**config.mk**
```make
export PLATFORM = sky130hd
export DESIGN_NAME = frame_playout_classifier
export DESIGN_NICKNAME = d
export VERILOG_FILES = /design/src/fpc_pkg.sv /design/src/fpc_decide.sv /design/src/frame_playout_classifier.sv
export SDC_FILE = /design/constraint.sdc
export NUM_CORES = 1
export LEC_CHECK = 0
export BUFFER_PORTS_ARGS = -buffer_cell sky130_fd_sc_hd__buf_2
export CORE_UTILIZATION = 58
export DETAILED_ROUTE_END_ITERATION = 7
export GPL_TIMING_DRIVEN = 0
export HOLD_SLACK_MARGIN = 0.08
export PLACE_DENSITY = 0.81
export SYNTH_ARGS = -nofsm -noshare
export SYNTH_HDL_FRONTEND = slang
export SYNTH_SLANG_ARGS = --single-unit
export TNS_END_PERCENT = 1
```
**constraint.sdc**
```tcl
create_clock -name clock -period 11.7 [get_ports clock]
set_clock_uncertainty 0.15 [all_clocks]
set_input_delay 1.17 -clock clock [delete_from_list [all_inputs] [get_ports clock]]
set_output_delay 1.17 -clock clock [all_outputs]
set_load 0.05 [all_outputs]
```
**src/fpc_pkg.sv**
```systemverilog
`timescale 1ns / 1ps
// Shared types and constants for the frame playout classifier.
// Used by fpc_decide, frame_playout_classifier and its checker; depends on nothing.

package fpc_pkg;

   localparam int FIELD_WIDTH          = 32;
   localparam int CNT_WIDTH            = 32;
   localparam int NUMBER_WIDTH_DEFAULT = 32;
   localparam int REQ_TDATA_WIDTH      = 3 * FIELD_WIDTH;
   // Action plus seven counters, padded up to whole bytes.
   localparam int RSP_TDATA_WIDTH      = 232;

   typedef enum logic [1:0] {
      FUNC_FRAME     = 2'd0,
      FUNC_INTERRUPT = 2'd1,
      FUNC_DRAIN     = 2'd2
   } func_type;

   typedef enum logic [1:0] {
      ACT_IGNORE  = 2'd0,
      ACT_APPEND  = 2'd1,
      ACT_REPLACE = 2'd2
   } action_type;

   typedef struct packed {
      logic started;
      logic dropped_valid;
      logic audible;
   } flags_type;

   typedef struct packed {
      logic [CNT_WIDTH-1:0] gap;
      logic [CNT_WIDTH-1:0] duplicate;
      logic [CNT_WIDTH-1:0] stale;
      logic [CNT_WIDTH-1:0] other_call;
      logic [CNT_WIDTH-1:0] midplay;
      logic [CNT_WIDTH-1:0] replaced;
      logic [CNT_WIDTH-1:0] appended;
   } counters_type;

endpackage

```
**src/fpc_decide.sv**
```systemverilog
`timescale 1ns / 1ps
// Combinational decision for one event: next tracking state, counters and action.
// Depends on fpc_pkg.

module fpc_decide #(
   parameter int NUMBER_WIDTH = fpc_pkg::NUMBER_WIDTH_DEFAULT
) (
   input  fpc_pkg::func_type                 func,
   input  logic [fpc_pkg::FIELD_WIDTH-1:0]   frame_call,
   input  logic [fpc_pkg::FIELD_WIDTH-1:0]   frame_answer,
   input  logic [fpc_pkg::FIELD_WIDTH-1:0]   frame_index,
   input  logic [fpc_pkg::FIELD_WIDTH-1:0]   call_id,
   input  logic [NUMBER_WIDTH-1:0]           cur_answer,
   input  logic [NUMBER_WIDTH-1:0]           cur_frame,
   input  logic [NUMBER_WIDTH-1:0]           dropped_answer,
   input  logic [NUMBER_WIDTH-1:0]           dropped_frame,
   input  fpc_pkg::flags_type                flags,
   input  fpc_pkg::counters_type             counters,
   output logic [NUMBER_WIDTH-1:0]           cur_answer_in,
   output logic [NUMBER_WIDTH-1:0]           cur_frame_in,
   output logic [NUMBER_WIDTH-1:0]           dropped_answer_in,
   output logic [NUMBER_WIDTH-1:0]           dropped_frame_in,
   output fpc_pkg::flags_type                flags_in,
   output fpc_pkg::counters_type             counters_in,
   output fpc_pkg::action_type               action
);

   logic [NUMBER_WIDTH-1:0] ans;
   logic [NUMBER_WIDTH-1:0] idx;
   logic [NUMBER_WIDTH-1:0] step;
   logic                    done;

   assign ans  = NUMBER_WIDTH'(frame_answer);
   assign idx  = NUMBER_WIDTH'(frame_index);
   // Only used on an append, where idx is above cur_frame, so this never wraps.
   assign step = idx - cur_frame - NUMBER_WIDTH'(1);

   always_comb begin
      cur_answer_in     = cur_answer;
      cur_frame_in      = cur_frame;
      dropped_answer_in = dropped_answer;
      dropped_frame_in  = dropped_frame;
      flags_in          = flags;
      counters_in       = counters;
      action            = fpc_pkg::ACT_IGNORE;
      done              = 1'b0;
      unique case (func)
         fpc_pkg::FUNC_FRAME: begin
            if (frame_call != call_id) begin
               counters_in.other_call = counters.other_call + 32'd1;
            end else begin
               // An older answer is only taken back if it restarts at frame zero.
               if (ans < cur_answer) begin
                  if (idx != '0) begin
                     counters_in.stale = counters.stale + 32'd1;
                     done = 1'b1;
                  end else begin
                     cur_answer_in          = ans;
                     flags_in.started       = 1'b0;
                     flags_in.dropped_valid = 1'b0;
                  end
               end
               // Tail of the answer that was interrupted locally.
               if (!done && flags_in.dropped_valid && ans == dropped_answer) begin
                  if (idx != '0 && idx >= dropped_frame) begin
                     counters_in.stale = counters.stale + 32'd1;
                     done = 1'b1;
                  end else begin
                     flags_in.dropped_valid = 1'b0;
                  end
               end
               if (!done) begin
                  if (ans > cur_answer_in || !flags_in.started) begin
                     counters_in.replaced = counters.replaced + 32'd1;
                     if (flags.audible && ans > cur_answer_in) begin
                        counters_in.midplay = counters.midplay + 32'd1;
                     end
                     flags_in.dropped_valid = 1'b0;
                     flags_in.started       = 1'b1;
                     flags_in.audible       = 1'b1;
                     cur_answer_in          = ans;
                     cur_frame_in           = idx;
                     action                 = fpc_pkg::ACT_REPLACE;
                  end else if (idx <= cur_frame) begin
                     counters_in.duplicate = counters.duplicate + 32'd1;
                  end else begin
                     // A consecutive frame adds a gap of zero.
                     counters_in.gap      = counters.gap + 32'(step);
                     counters_in.appended = counters.appended + 32'd1;
                     flags_in.audible     = 1'b1;
                     cur_frame_in         = idx;
                     action               = fpc_pkg::ACT_APPEND;
                  end
               end
            end
         end
         fpc_pkg::FUNC_INTERRUPT: begin
            if (flags.started) begin
               dropped_answer_in      = cur_answer;
               dropped_frame_in       = cur_frame;
               flags_in.dropped_valid = 1'b1;
            end
            cur_frame_in     = '0;
            flags_in.started = 1'b0;
         end
         fpc_pkg::FUNC_DRAIN: begin
            flags_in.audible = 1'b0;
         end
         default: begin
         end
      endcase
   end

endmodule

```
**src/frame_playout_classifier.sv**
```systemverilog
`timescale 1ns / 1ps
// Top level of the frame playout classifier: input register, decision, result register.
// Depends on fpc_pkg and fpc_decide.

// Every accepted event gives exactly one result beat carrying the action and all seven
// counters. An event is held in the input register and the decision is then taken
// into the result register once that register is free or being taken, so a new event
// can be accepted every cycle as long as results are taken; the only loop is the update of
// the tracking state and counters. Writing the call register over the csr channel
// clears all tracking state and counters; that channel is ready only while no event is
// in flight.

module frame_playout_classifier #(
   parameter int NUMBER_WIDTH = fpc_pkg::NUMBER_WIDTH_DEFAULT
) (
   input  logic                                  clock,
   input  logic                                  reset,
   input  logic                                  csr_tvalid,
   output logic                                  csr_tready,
   input  logic [fpc_pkg::FIELD_WIDTH-1:0]       csr_tdata,     // call_id
   input  logic                                  req_tvalid,
   output logic                                  req_tready,
   input  logic [fpc_pkg::REQ_TDATA_WIDTH-1:0]   req_tdata,     // frame_call, frame_answer, frame_index
   input  logic [1:0]                            req_tuser,     // func
   output logic                                  rsp_tvalid,
   input  logic                                  rsp_tready,
   // action, appended, replaced, midplay, other_call, stale, duplicate, gap counts, zero pad
   output logic [fpc_pkg::RSP_TDATA_WIDTH-1:0]   rsp_tdata
);

   localparam int FW = fpc_pkg::FIELD_WIDTH;

   logic                       in_valid_ff;
   logic [1:0]                 in_func_ff;
   logic [FW-1:0]              in_call_ff;
   logic [FW-1:0]              in_answer_ff;
   logic [FW-1:0]              in_index_ff;

   logic                       out_valid_ff;
   fpc_pkg::action_type        action_ff;
   fpc_pkg::action_type        action_in;

   logic [FW-1:0]              call_id_ff;
   logic [NUMBER_WIDTH-1:0]    cur_answer_ff, cur_answer_in;
   logic [NUMBER_WIDTH-1:0]    cur_frame_ff, cur_frame_in;
   logic [NUMBER_WIDTH-1:0]    dropped_answer_ff, dropped_answer_in;
   logic [NUMBER_WIDTH-1:0]    dropped_frame_ff, dropped_frame_in;
   fpc_pkg::flags_type         flags_ff, flags_in;
   fpc_pkg::counters_type      counters_ff, counters_in;

   logic                       advance;
   logic                       csr_write;

   // The result register holds while stalled, so the decision waits with it.
   assign advance    = in_valid_ff && (!out_valid_ff || rsp_tready);
   assign req_tready = !in_valid_ff || advance;
   assign csr_tready = !in_valid_ff && !out_valid_ff;
   assign csr_write  = csr_tvalid && csr_tready;

   fpc_decide #(
      .NUMBER_WIDTH (NUMBER_WIDTH)
   ) u_decide (
      .func              (fpc_pkg::func_type'(in_func_ff)),
      .frame_call        (in_call_ff),
      .frame_answer      (in_answer_ff),
      .frame_index       (in_index_ff),
      .call_id           (call_id_ff),
      .cur_answer        (cur_answer_ff),
      .cur_frame         (cur_frame_ff),
      .dropped_answer    (dropped_answer_ff),
      .dropped_frame     (dropped_frame_ff),
      .flags             (flags_ff),
      .counters          (counters_ff),
      .cur_answer_in     (cur_answer_in),
      .cur_frame_in      (cur_frame_in),
      .dropped_answer_in (dropped_answer_in),
      .dropped_frame_in  (dropped_frame_in),
      .flags_in          (flags_in),
      .counters_in       (counters_in),
      .action            (action_in)
   );

   always_ff @(posedge clock) begin
      if (reset) begin
         in_valid_ff <= 1'b0;
      end else if (req_tready) begin
         in_valid_ff <= req_tvalid;
      end
   end

   always_ff @(posedge clock) begin
      if (req_tvalid && req_tready) begin
         in_func_ff   <= req_tuser;
         in_call_ff   <= req_tdata[FW-1:0];
         in_answer_ff <= req_tdata[2*FW-1:FW];
         in_index_ff  <= req_tdata[3*FW-1:2*FW];
      end
   end

   always_ff @(posedge clock) begin
      if (reset) begin
         out_valid_ff <= 1'b0;
      end else if (advance) begin
         out_valid_ff <= 1'b1;
      end else if (rsp_tready) begin
         out_valid_ff <= 1'b0;
      end
   end

   always_ff @(posedge clock) begin
      if (advance) begin
         action_ff <= action_in;
      end
   end

   // The counters double as the result payload; they only move when a beat is loaded or cleared.
   always_ff @(posedge clock) begin
      if (reset) begin
         call_id_ff        <= '0;
         cur_answer_ff     <= '0;
         cur_frame_ff      <= '0;
         dropped_answer_ff <= '0;
         dropped_frame_ff  <= '0;
         flags_ff          <= '0;
         counters_ff       <= '0;
      end else if (csr_write) begin
         call_id_ff        <= csr_tdata;
         cur_answer_ff     <= '0;
         cur_frame_ff      <= '0;
         dropped_answer_ff <= '0;
         dropped_frame_ff  <= '0;
         flags_ff          <= '0;
         counters_ff       <= '0;
      end else if (advance) begin
         cur_answer_ff     <= cur_answer_in;
         cur_frame_ff      <= cur_frame_in;
         dropped_answer_ff <= dropped_answer_in;
         dropped_frame_ff  <= dropped_frame_in;
         flags_ff          <= flags_in;
         counters_ff       <= counters_in;
      end
   end

   assign rsp_tvalid = out_valid_ff;
   assign rsp_tdata  = {6'b0,
                        counters_ff.gap,
                        counters_ff.duplicate,
                        counters_ff.stale,
                        counters_ff.other_call,
                        counters_ff.midplay,
                        counters_ff.replaced,
                        counters_ff.appended,
                        action_ff};

endmodule

```
==> metrics.txt, run 1 <==
outcome=finished clean; port bufs=363; WL final=approximately 75 mm; Fmax achieved=about 120 MHz; Residual DRC=0; Distinct cells, synth=63; # IOs=370; worst-margin pin slew=1.38 ns; switching share of power=24.8%; antenna violations before repair=3; latest clock arrival within the worst-skew pair=0.63 ns; Setup TNS Final=0 ns; routability cong.=0.955; antenna viol nets, final=0; crit-path cells=nor4_1, nand4_1, nor2_1, inv_1, nor3_2, clkbuf_1, mux2i_1, ha_1, a21oi_1, o21ai_0, a221oi_1, o21ai_0, o31ai_1, a31oi_1, nand3b_1, buf_2, nor3_2, clkbuf_1, nand3_1, a21oi_1; WP buf/inv=4; register area share after synthesis=42.0%; Cell Pwr Density=125 mW/mm2; layout cells sized above 1=14.0%; Worst Path Required=between 10 and 15 ns; Crit Path Category=register to register; synthesized cell area=0.0257 mm2; most common cell in the netlist=nand2_1; Cell Count, Final, Fillers Out=4040; vias in the first global route=22.5k; CTS max path bufs=3; share of power burned in registers=around 48%; Hold Path Class=register to register; fin crit share=70.6%; DP Wirelength=56.4 mm; crit path max fanout=10; Die Area=0.0452 mm2; Fin. Hold Viols=0; initial core utilization=59.3%; placed cell area=0.0283 mm2; clock share of power=44.3%; die height=between 200 and 250 um; CP peak stage delay=0.79 ns; Setup Viol. Count Final=0; most common flop cell mapped by yosys=dfxtp_1; Max transition margin=7.15%; setup bufs post-CTS=0; Via density=5.88; Worst path slowest cell=nor3_2; CP arrival=between 8 and 9 ns; Seq cells post-synth=between 400 and 500; root buf cell=clkbuf_16; Critical Path End Type=register; top cell type's share of synthesized area=30.3%; cell taking the most area after synthesis=dfxtp_1; Psw=between 0.9 and 1 mW; 1st-iter DRT viols=approximately 2.0k; largest net degree at the start of global routing=66; Hold Buf Count CTS=0; TritonCTS clock tree=built; die extent in x=213 um; design area=0.0300 mm2; CTS resizes=0; number of max-cap violations=0; Leak=11.7 nW; Syn Area/Cell=approximately 8.6 um2; CTS sink cnt=489; Pint=2.82 mW; Post-synth top cells=nand2_1, dfxtp_1, a21oi_1; Nets=approximately 3.7k; first-pass GRT wire length=roughly 120 mm; async set-reset flop share out of synthesis=0%; CTS Buf Count=between 50 and 60; Core ar.=0.0434 mm2; Clk pin slew, worst setup/hold paths=0.06 ns; H-tree Lvls=2; worst vdd ir=0.000133 V; final count of pins violating max slew=0; cells after synthesis=2984; total grt overflow=0; synthesis-to-finish area growth=16.8%; DP Cell Count=slightly below 4k; Total GRT Usage=32.6%; Final Power=~3.7 mW; Routed WL per cell=18.5 um; number of synthesized flops with an enable pin=100; startpoint class of the critical path=register; Core Rows=76; unrepaired setup endpoints after global routing=false; Comb pwr share=8.1%; vias=23.7k; drt pass-1 iters=8; Ys Warns=0; top cells by area, synth=dfxtp_1, edfxtp_1, ha_1; post-layout min period=8.27 ns; Worst path top cell family by delay=simple AND/OR/NAND/NOR gates; Worst Hold Margin=0.304 ns
## path summary, 6_finish.rpt
check | cells past startpoint | slack, ns | start | end
setup / recovery | 20 | 3.43 | in_index_ff[27] | rsp_tdata[218]
hold / removal | 2 | 0.30 | dropped_frame_ff[1] | dropped_frame_ff[1]
setup reg to reg | 20 | 3.43 | in_index_ff[27] | rsp_tdata[218]
hold reg to reg | 2 | 0.30 | dropped_frame_ff[1] | dropped_frame_ff[1]
## sequential cells by signal, summed over array words and instances (netlist names), 2 cells and up
name	count
in_call_ff	32
in_index_ff	32
flags_ff	3
rsp_tdata	224
in_answer_ff	32
call_id_ff	32
in_func_ff	2
cur_frame_ff	32
cur_answer_ff	32
dropped_answer_ff	32
action_ff	2
dropped_frame_ff	32
## power groups by stage
stage | Combinational [mW] | Sequential [mW] | Clock [mW]
after floorplan | 0.201 | 1.81 | 0
after global placement | 0.283 | 1.82 | 0
after detailed placement | 0.297 | 1.82 | 0
after CTS | 0.300 | 1.78 | 1.68
after global routing | 0.337 | 1.79 | 1.74
final | 0.304 | 1.78 | 1.66
## tightest hold or removal path, delay by kind of cell (launching register included)
kind | cells | cell delay, ns
AO/OA/AOI/OAI | 1 | 0.05
AND/OR/NAND/NOR | 1 | 0.05
flip-flops | 1 | 0.31
## kinds of logic after synthesis
logic type	count (synthesis)	share of synthesized area, %
buffers and inverters	414	6.16
other	1	0.0146
adder cells (fa/ha/maj)	195	10.4
AND/OR/NAND/NOR	1062	20.0
XOR/XNOR	134	4.57
flip-flops	489	42.0
multiplexers	53	2.07
AO/OA/AOI/OAI	636	14.8
## through the flow
| step | utilization [%] | setup slack [ns] |
|---|---|---|
| 2_1_floorplan | - | 6.36 |
| 3_3_place_gp | 65.2 | 3.27 |
| 3_5_place_dp | 65.3 | 3.69 |
| 4_1_cts | 69.2 | 3.66 |
| 5_1_grt | 69.3 | 3.16 |
| 6_report | 69.3 | 3.43 |
## routing by layer
| metal | share of wire, % | GRT usage, % | routed length (um) |
|---|---|---|---|
| met4 | 5.5 | 18.6 | 4120 |
| met5 | 0 | 0 | 0 |
| met2 | 47 | 53.1 | 34900 |
| met1 | 40 | 40.5 | 30000 |
| met3 | 7.6 | 5.98 | 5690 |
## cells in the final DEF, fill, tap and decap left out, types with 32 or more instances in the layout
cell	instances
nand2_1	491
edfxtp_1	100
nor4_1	35
nor2_1	107
ha_1	163
o21ai_0	97
nand3_1	75
inv_1	280
xor2_1	93
clkbuf_1	132
or3_1	89
or4_1	53
nand4_1	74
dfxtp_1	389
buf_2	367
a21o_1	50
fa_1	32
clkbuf_16	52
a21oi_1	320
and3_1	42
mux2i_1	52
o31ai_1	71
xnor2_1	41
## cell type report
class,instances,area [um2]
Antenna cell,4,10.0
Buffer,134,532
Clock buffer,73,1480
Clock inverter,25,231
Fill cell,3476,13300
Inverter,280,1050
Multi-Input combinational cell,2086,13400
Sequential cell,489,10800
Tap cell,585,732
Timing Repair Buffer,364,1840
(Power assumes the default switching activity.)
==> run 2: changes to the inputs <==
Settings changed: CORE_UTILIZATION 58 to 52, PLACE_DENSITY 0.81 to 0.76.
Clock period 11.7 ns to 7.33 ns, I/O delays scaled along.
==> run 2 against run 1 <==
Sequential cell count is the same. Maximum frequency grew 20%. Non-clock buffer count grew 1. Wire length shrank 3.2%. Sequential power grew 60%. Cell area grew 0.63%. Clock-buffer cell count grew 5. Register-to-register slack lost 3.0 ns. Largest cell class unchanged. Largest power group unchanged.
==> metrics.txt, run 2 (synthesis results as in run 1) <==
vias=22.9k (-3.4%); TritonCTS clock tree=built; outcome=finished clean; Fmax achieved=145 MHz (+20%); antenna violations before repair=4 (+1); share of power burned in registers=47.2% (-0.4 points); H-tree Lvls=2 (unchanged); first-pass GRT wire length=114 mm (-2.2%); CP arrival=7.28 ns (-1.35 ns); port bufs=363 (unchanged); final count of pins violating max slew=0 (unchanged); total grt overflow=0 (unchanged); root buf cell=clkbuf_16; Nets=3739 (+0.054%); unrepaired setup endpoints after global routing=false; Hold Buf Count CTS=0 (unchanged); WL final=72.4 mm (-3.2%); DP Wirelength=54.7 mm (-3.0%); die height=224 um (+5.6%); Setup TNS Final=0 ns (unchanged); initial core utilization=52.6% (-6.7 points); crit path max fanout=10 (unchanged); Cell Pwr Density=199 mW/mm2 (+60%); vias in the first global route=21.2k (-5.9%); Core ar.=0.0488 mm2 (+13%); Die Area=0.0503 mm2 (+11%); CTS max path bufs=3 (unchanged); reg-to-reg startpoint=in_index_ff[27]; Crit Path Category=register to register; switching share of power=24.6% (-0.24 points); clock share of power=44.7% (+0.4 points); antenna viol nets, final=0 (unchanged); Psw=1.48 mW (+59%); Via density=5.56 (-5.3%); Clk pin slew, worst setup/hold paths=0.07 ns (about the same); die extent in x=224 um (+5.6%); Critical Path End Type=register; routability cong.=0.934 (-2.2%); crit-path cells=nor4_1, nand4_1, nor2_2, inv_1, nor3_4, clkbuf_2, mux2i_1, ha_1, a21o_1, a21o_1, a221oi_1, o21ai_0, o31ai_1, a31oi_2, nand3b_1, buf_2, nor3_4, clkbuf_1, nand3_1, a21oi_1; Fin. Hold Viols=0 (unchanged); CTS sink cnt=489 (unchanged); worst vdd ir=0.000178 V (+34%); placed cell area=0.0284 mm2 (+0.36%); largest net degree at the start of global routing=63 (-4.5%); Hold Path Class=primary input to register; Comb pwr share=8.1% (about the same); CP peak stage delay=0.64 ns (-0.15 ns); Setup Viol. Count Final=0 (unchanged); number of flip-flops in the largest register=224 (unchanged); design area=0.0302 mm2 (+0.63%); layout cells sized above 1=14.2% (+0.28 points); CTS Buf Count=53 (+1.9%); Core Rows=81 (+6.6%); # IOs=370 (unchanged); startpoint class of the critical path=register; Worst Hold Margin=0.148 ns (-0.156 ns); Pint=4.54 mW (+61%); Worst Path Required=7.72 ns (-4.35 ns); worst-margin pin slew=1.15 ns (-0.231 ns); post-layout min period=6.89 ns (-1.37 ns); commonest cells after routing, fill and taps aside=nand2_1, dfxtp_1, buf_2; Worst Hold Launch=req_tdata[13]; drt pass-1 iters=6 (-2); Residual DRC=0 (unchanged); CP startpoint=in_index_ff[27]; Total GRT Usage=28.3% (-4.2 points); latest clock arrival within the worst-skew pair=0.61 ns (-0.02 ns); Worst path slowest cell=nor4_1; fin crit share=94.0% (+23 points); synthesis-to-finish area growth=17.6%; 1st-iter DRT viols=1563 (-22%); number of max-cap violations=0 (unchanged); Routed WL per cell=17.6 um (-5.1%); Leak=11.8 nW (+0.42%); commonest non-fill, non-tap cell in the layout=nand2_1; Max transition margin=22.6% (+15 points)
-- run 2: changes by cell type in the layout (fill, tap and decap cells not counted), moves of 2 or more --
cell and change:
nor3_2 -2, diode_2 +2, nor3_4 +2, clkbuf_8 +2, clkbuf_2 +3, clkinv_1 -4
-- run 2: worst paths after layout --
| path | to | slack, ns | cells after the start |
|---|---|---|---|
| worst max-delay path | rsp_tdata[220] | 0.44 | 20 |
| worst min-delay path | in_call_ff[13] | 0.15 | 1 |
| worst max register to register | rsp_tdata[220] | 0.44 | 20 |
| worst min register to register | dropped_frame_ff[16] | 0.30 | 2 |
-- run 2: through the flow --
step	worst slack, ns	std cells	total power [mW]	utilization (%)
floorplan	1.99	2989	3.21	-
global placement	-0.635	4016	3.37	58.1
detailed placement	-0.677	4018	3.38	58.2
CTS	0.0982	4117	6.07	61.8
global route	0.0789	4118	6.23	61.8
finish	0.438	4123	6.03	61.9
-- run 2: repair_timing --
item                                    CTS  global route
pin swaps                                 0             1
endpoints found under the hold margin     0             0
resized for setup                         5             4
setup buffers                             0             0
endpoints found under the setup margin  138           108
-- run 2: routing by layer --
| layer | GRT usage [%] | share of wire [%] | up-vias | wire length, um |
|---|---|---|---|---|
| met5 | 0 | 0 | - | 0 |
| met1 | 38.7 | 44 | 10700 | 32100 |
| met3 | 4.74 | 7.2 | 164 | 5220 |
| met4 | 11.3 | 4.0 | 0 | 2890 |
| met2 | 44.6 | 44 | 796 | 32200 |
| li1 | - | - | 11300 | - |
-- run 2: area by class of cell --
cell class / count / area [um2]
plain buffers: 134 / 536
clock inverters: 21 / 219
flip-flops and latches: 489 / 10800
well taps: 664 / 831
multi-input cells: 2086 / 13400
repair buffers: 365 / 1850
inverters: 280 / 1050
fillers: 4319 / 18600
clock buffers: 78 / 1540
diodes: 6 / 15.0
-- run 2: power by group through the flow --
stage	clock [mW]	combinational, mW	sequential, mW
after floorplan	0	0.321	2.89
after global placement	0	0.470	2.90
after detailed placement	0	0.479	2.90
after CTS	2.75	0.484	2.84
after global routing	2.84	0.544	2.85
final	2.69	0.486	2.84
-- run 2: worst max-delay path: cells and delay by family, from the launching register on --
family                   cells  cell delay (ns)
adder cells (fa/ha/maj)      1             0.27
AND/OR/NAND/NOR              7             2.83
AO/OA/AOI/OAI                7             1.40
flip-flops                   1             0.48
buffers and inverters        4             1.45
multiplexers                 1             0.24
==> run 3: changes to the inputs <==
Settings changed: CORE_UTILIZATION 52 to 35, PLACE_DENSITY 0.76 to not set.
==> run 3 against run 2 <==
Total power is 4.2% higher. Critical endpoint unchanged. Register-to-register slack got worse by 0.14 ns. Cell count grew 7.4%. Utilization decreased by 20 points. Sequential power hardly changed.
==> metrics.txt, run 3 (synthesis results as in run 1) <==
outcome=finished clean; commonest cells after routing, fill and taps aside=nand2_1, dfxtp_1, buf_2; routability cong.=0.896 (-4.1%); CTS max path bufs=3 (unchanged); Hold Path Stages=1 (unchanged); Fin. Hold Viols=0 (unchanged); Residual DRC=0 (unchanged); worst reg-to-reg setup slack=0.30 ns (-0.14 ns); reg-to-reg startpoint=in_index_ff[27]; Leak=11.9 nW (+0.81%); final count of pins violating max slew=0 (unchanged); Final Power=6.28 mW (+4.2%); latest clock arrival within the worst-skew pair=0.63 ns (+0.02 ns); die height=273 um (+22%); design area=0.0308 mm2 (+1.9%); post-layout min period=7.03 ns (+0.136 ns); Worst Hold Margin=0.123 ns (-0.0248 ns); reg2reg path depth=20 (unchanged); Core Rows=99 (+22%); antenna violations before repair=6 (+2); hold path endpoint=in_call_ff[26]; DP Wirelength=61.4 mm (+12%); r2r endpoint=rsp_tdata[220]; H-tree Lvls=2 (unchanged); Crit Path Category=register to register; first-pass GRT wire length=123 mm (+7.9%); Worst Path Required=7.72 ns (about the same); commonest non-fill, non-tap cell in the layout=nand2_1; Die Area=0.0745 mm2 (+48%); CTS sink cnt=489 (unchanged); Max transition margin=4.92% (-18 points); 1st-iter DRT viols=1406 (-10%); Setup Viol. Count Final=0 (unchanged); DP Worst Slack=-0.758 ns (-0.0809 ns); Cell Count, Final, Fillers Out=4427 (+7.4%); CP arrival=7.42 ns (+0.14 ns); fin util=42.3% (-20 points); number of max-cap violations=0 (unchanged); largest net degree at the start of global routing=59 (-6.3%); FILL cells=7348 (+70%); synthesis-to-finish area growth=19.8%; Total GRT Usage=21.1% (-7.2 points); CP startpoint=in_index_ff[27]; drt pass-1 iters=5 (-1); initial core utilization=35.3% (-17 points); startpoint class of the critical path=register; Core ar.=0.0728 mm2 (+49%); total grt overflow=0 (unchanged); Fmax achieved=142 MHz (-1.9%); TritonCTS clock tree=built; vias in the first global route=21.1k (-0.38%); Hold Path Class=primary input to register; Setup TNS Final=0 ns (unchanged); Worst Hold Launch=req_tdata[26]; unrepaired setup endpoints after global routing=false; Cell Pwr Density=204 mW/mm2 (+2.3%); layout cells sized above 1=14.5% (+0.30 points); number of flip-flops in the largest register=224 (unchanged); crit path max fanout=10 (unchanged); root buf cell=clkbuf_16; DP Cell Count=4314 (+7.4%); die extent in x=273 um (+22%); fin crit share=95.9% (+1.9 points); Nets=3745 (+0.16%); CTS Buf Count=58 (+9.4%); port bufs=363 (unchanged); antenna viol nets, final=0 (unchanged); worst-margin pin slew=1.42 ns (+0.264 ns); Critical Path End Type=register; Routed WL per cell=18.1 um (+3.3%); Final WS setup=0.302 ns (-0.136 ns); WL final=80.3 mm (+11%); Hold Buf Count CTS=0 (unchanged); worst vdd ir=0.000191 V (+7.2%); vias=22.6k (-1.4%); # IOs=370 (unchanged); Clk pin slew, worst setup/hold paths=0.06 ns (about the same); Via density=5.11 (-8.2%); placed cell area=0.0288 mm2 (+1.4%)
[run 3: area by class of cell]
class | instances | area, um2 | area share (%)
Multi-Input combinational cell | 2086 | 13400 | 43.5
Sequential cell | 489 | 10800 | 35.0
Timing Repair Buffer | 366 | 1870 | 6.06
Clock buffer | 77 | 1630 | 5.28
Tap cell | 959 | 1200 | 3.90
Inverter | 280 | 1050 | 3.41
Buffer | 134 | 537 | 1.74
Clock inverter | 32 | 313 | 1.02
Antenna cell | 4 | 10.0 | 0.0325
[run 3: power breakdown]
part           switching (mW)  total (mW)  internal, mW
Clock                    1.22        2.95          1.73
Combinational           0.303       0.484         0.181
Sequential             0.0550        2.85          2.79
Total                    1.57        6.28          4.71
[run 3: critical path: stages, from the launching register on]
cell,delay [ns]
edfxtp_1,0.50
nor4_2,0.56
nand4_1,0.29
nor2_2,0.41
inv_1,0.20
nor3_4,0.44
clkbuf_2,0.44
mux2i_1,0.24
ha_1,0.26
nor2b_1,0.13
o21a_1,0.16
o21ai_0,0.21
a211oi_1,0.14
a211oi_1,0.29
a31oi_1,0.34
nand3b_1,0.42
buf_2,0.29
nor3_2,0.46
clkbuf_1,0.65
nand3_1,0.18
a21oi_1,0.17
[run 3: worst max-delay path by stage]
stage | end | slack (ns) | depth (start not counted)
final | rsp_tdata[220] | 0.30 | 20
after global routing | rsp_tdata[220] | 0.08 | 20
after CTS | rsp_tdata[33] | 0.04 | 19
after detailed placement | rsp_tdata[194] | -0.76 | 20
after global placement | rsp_tdata[220] | -1.52 | 20
after floorplan | rsp_tdata[77] | 1.99 | 21
[run 3: routing by layer]
| layer | vias to the layer above | share of wire (%) | GRT usage [%] |
|---|---|---|---|
| met5 | - | 0 | 0 |
| met4 | 0 | 3.5 | 7.95 |
| met3 | 130 | 5.7 | 3.45 |
| met2 | 555 | 47 | 34.5 |
| met1 | 10600 | 44 | 27.8 |
| li1 | 11300 | - | - |
[run 3: what timing repair did]
item,4_1_cts,5_1_grt
gates resized for setup,6,6
setup buffers,0,0
setup endpoints to repair,189,65
gates cloned,0,0
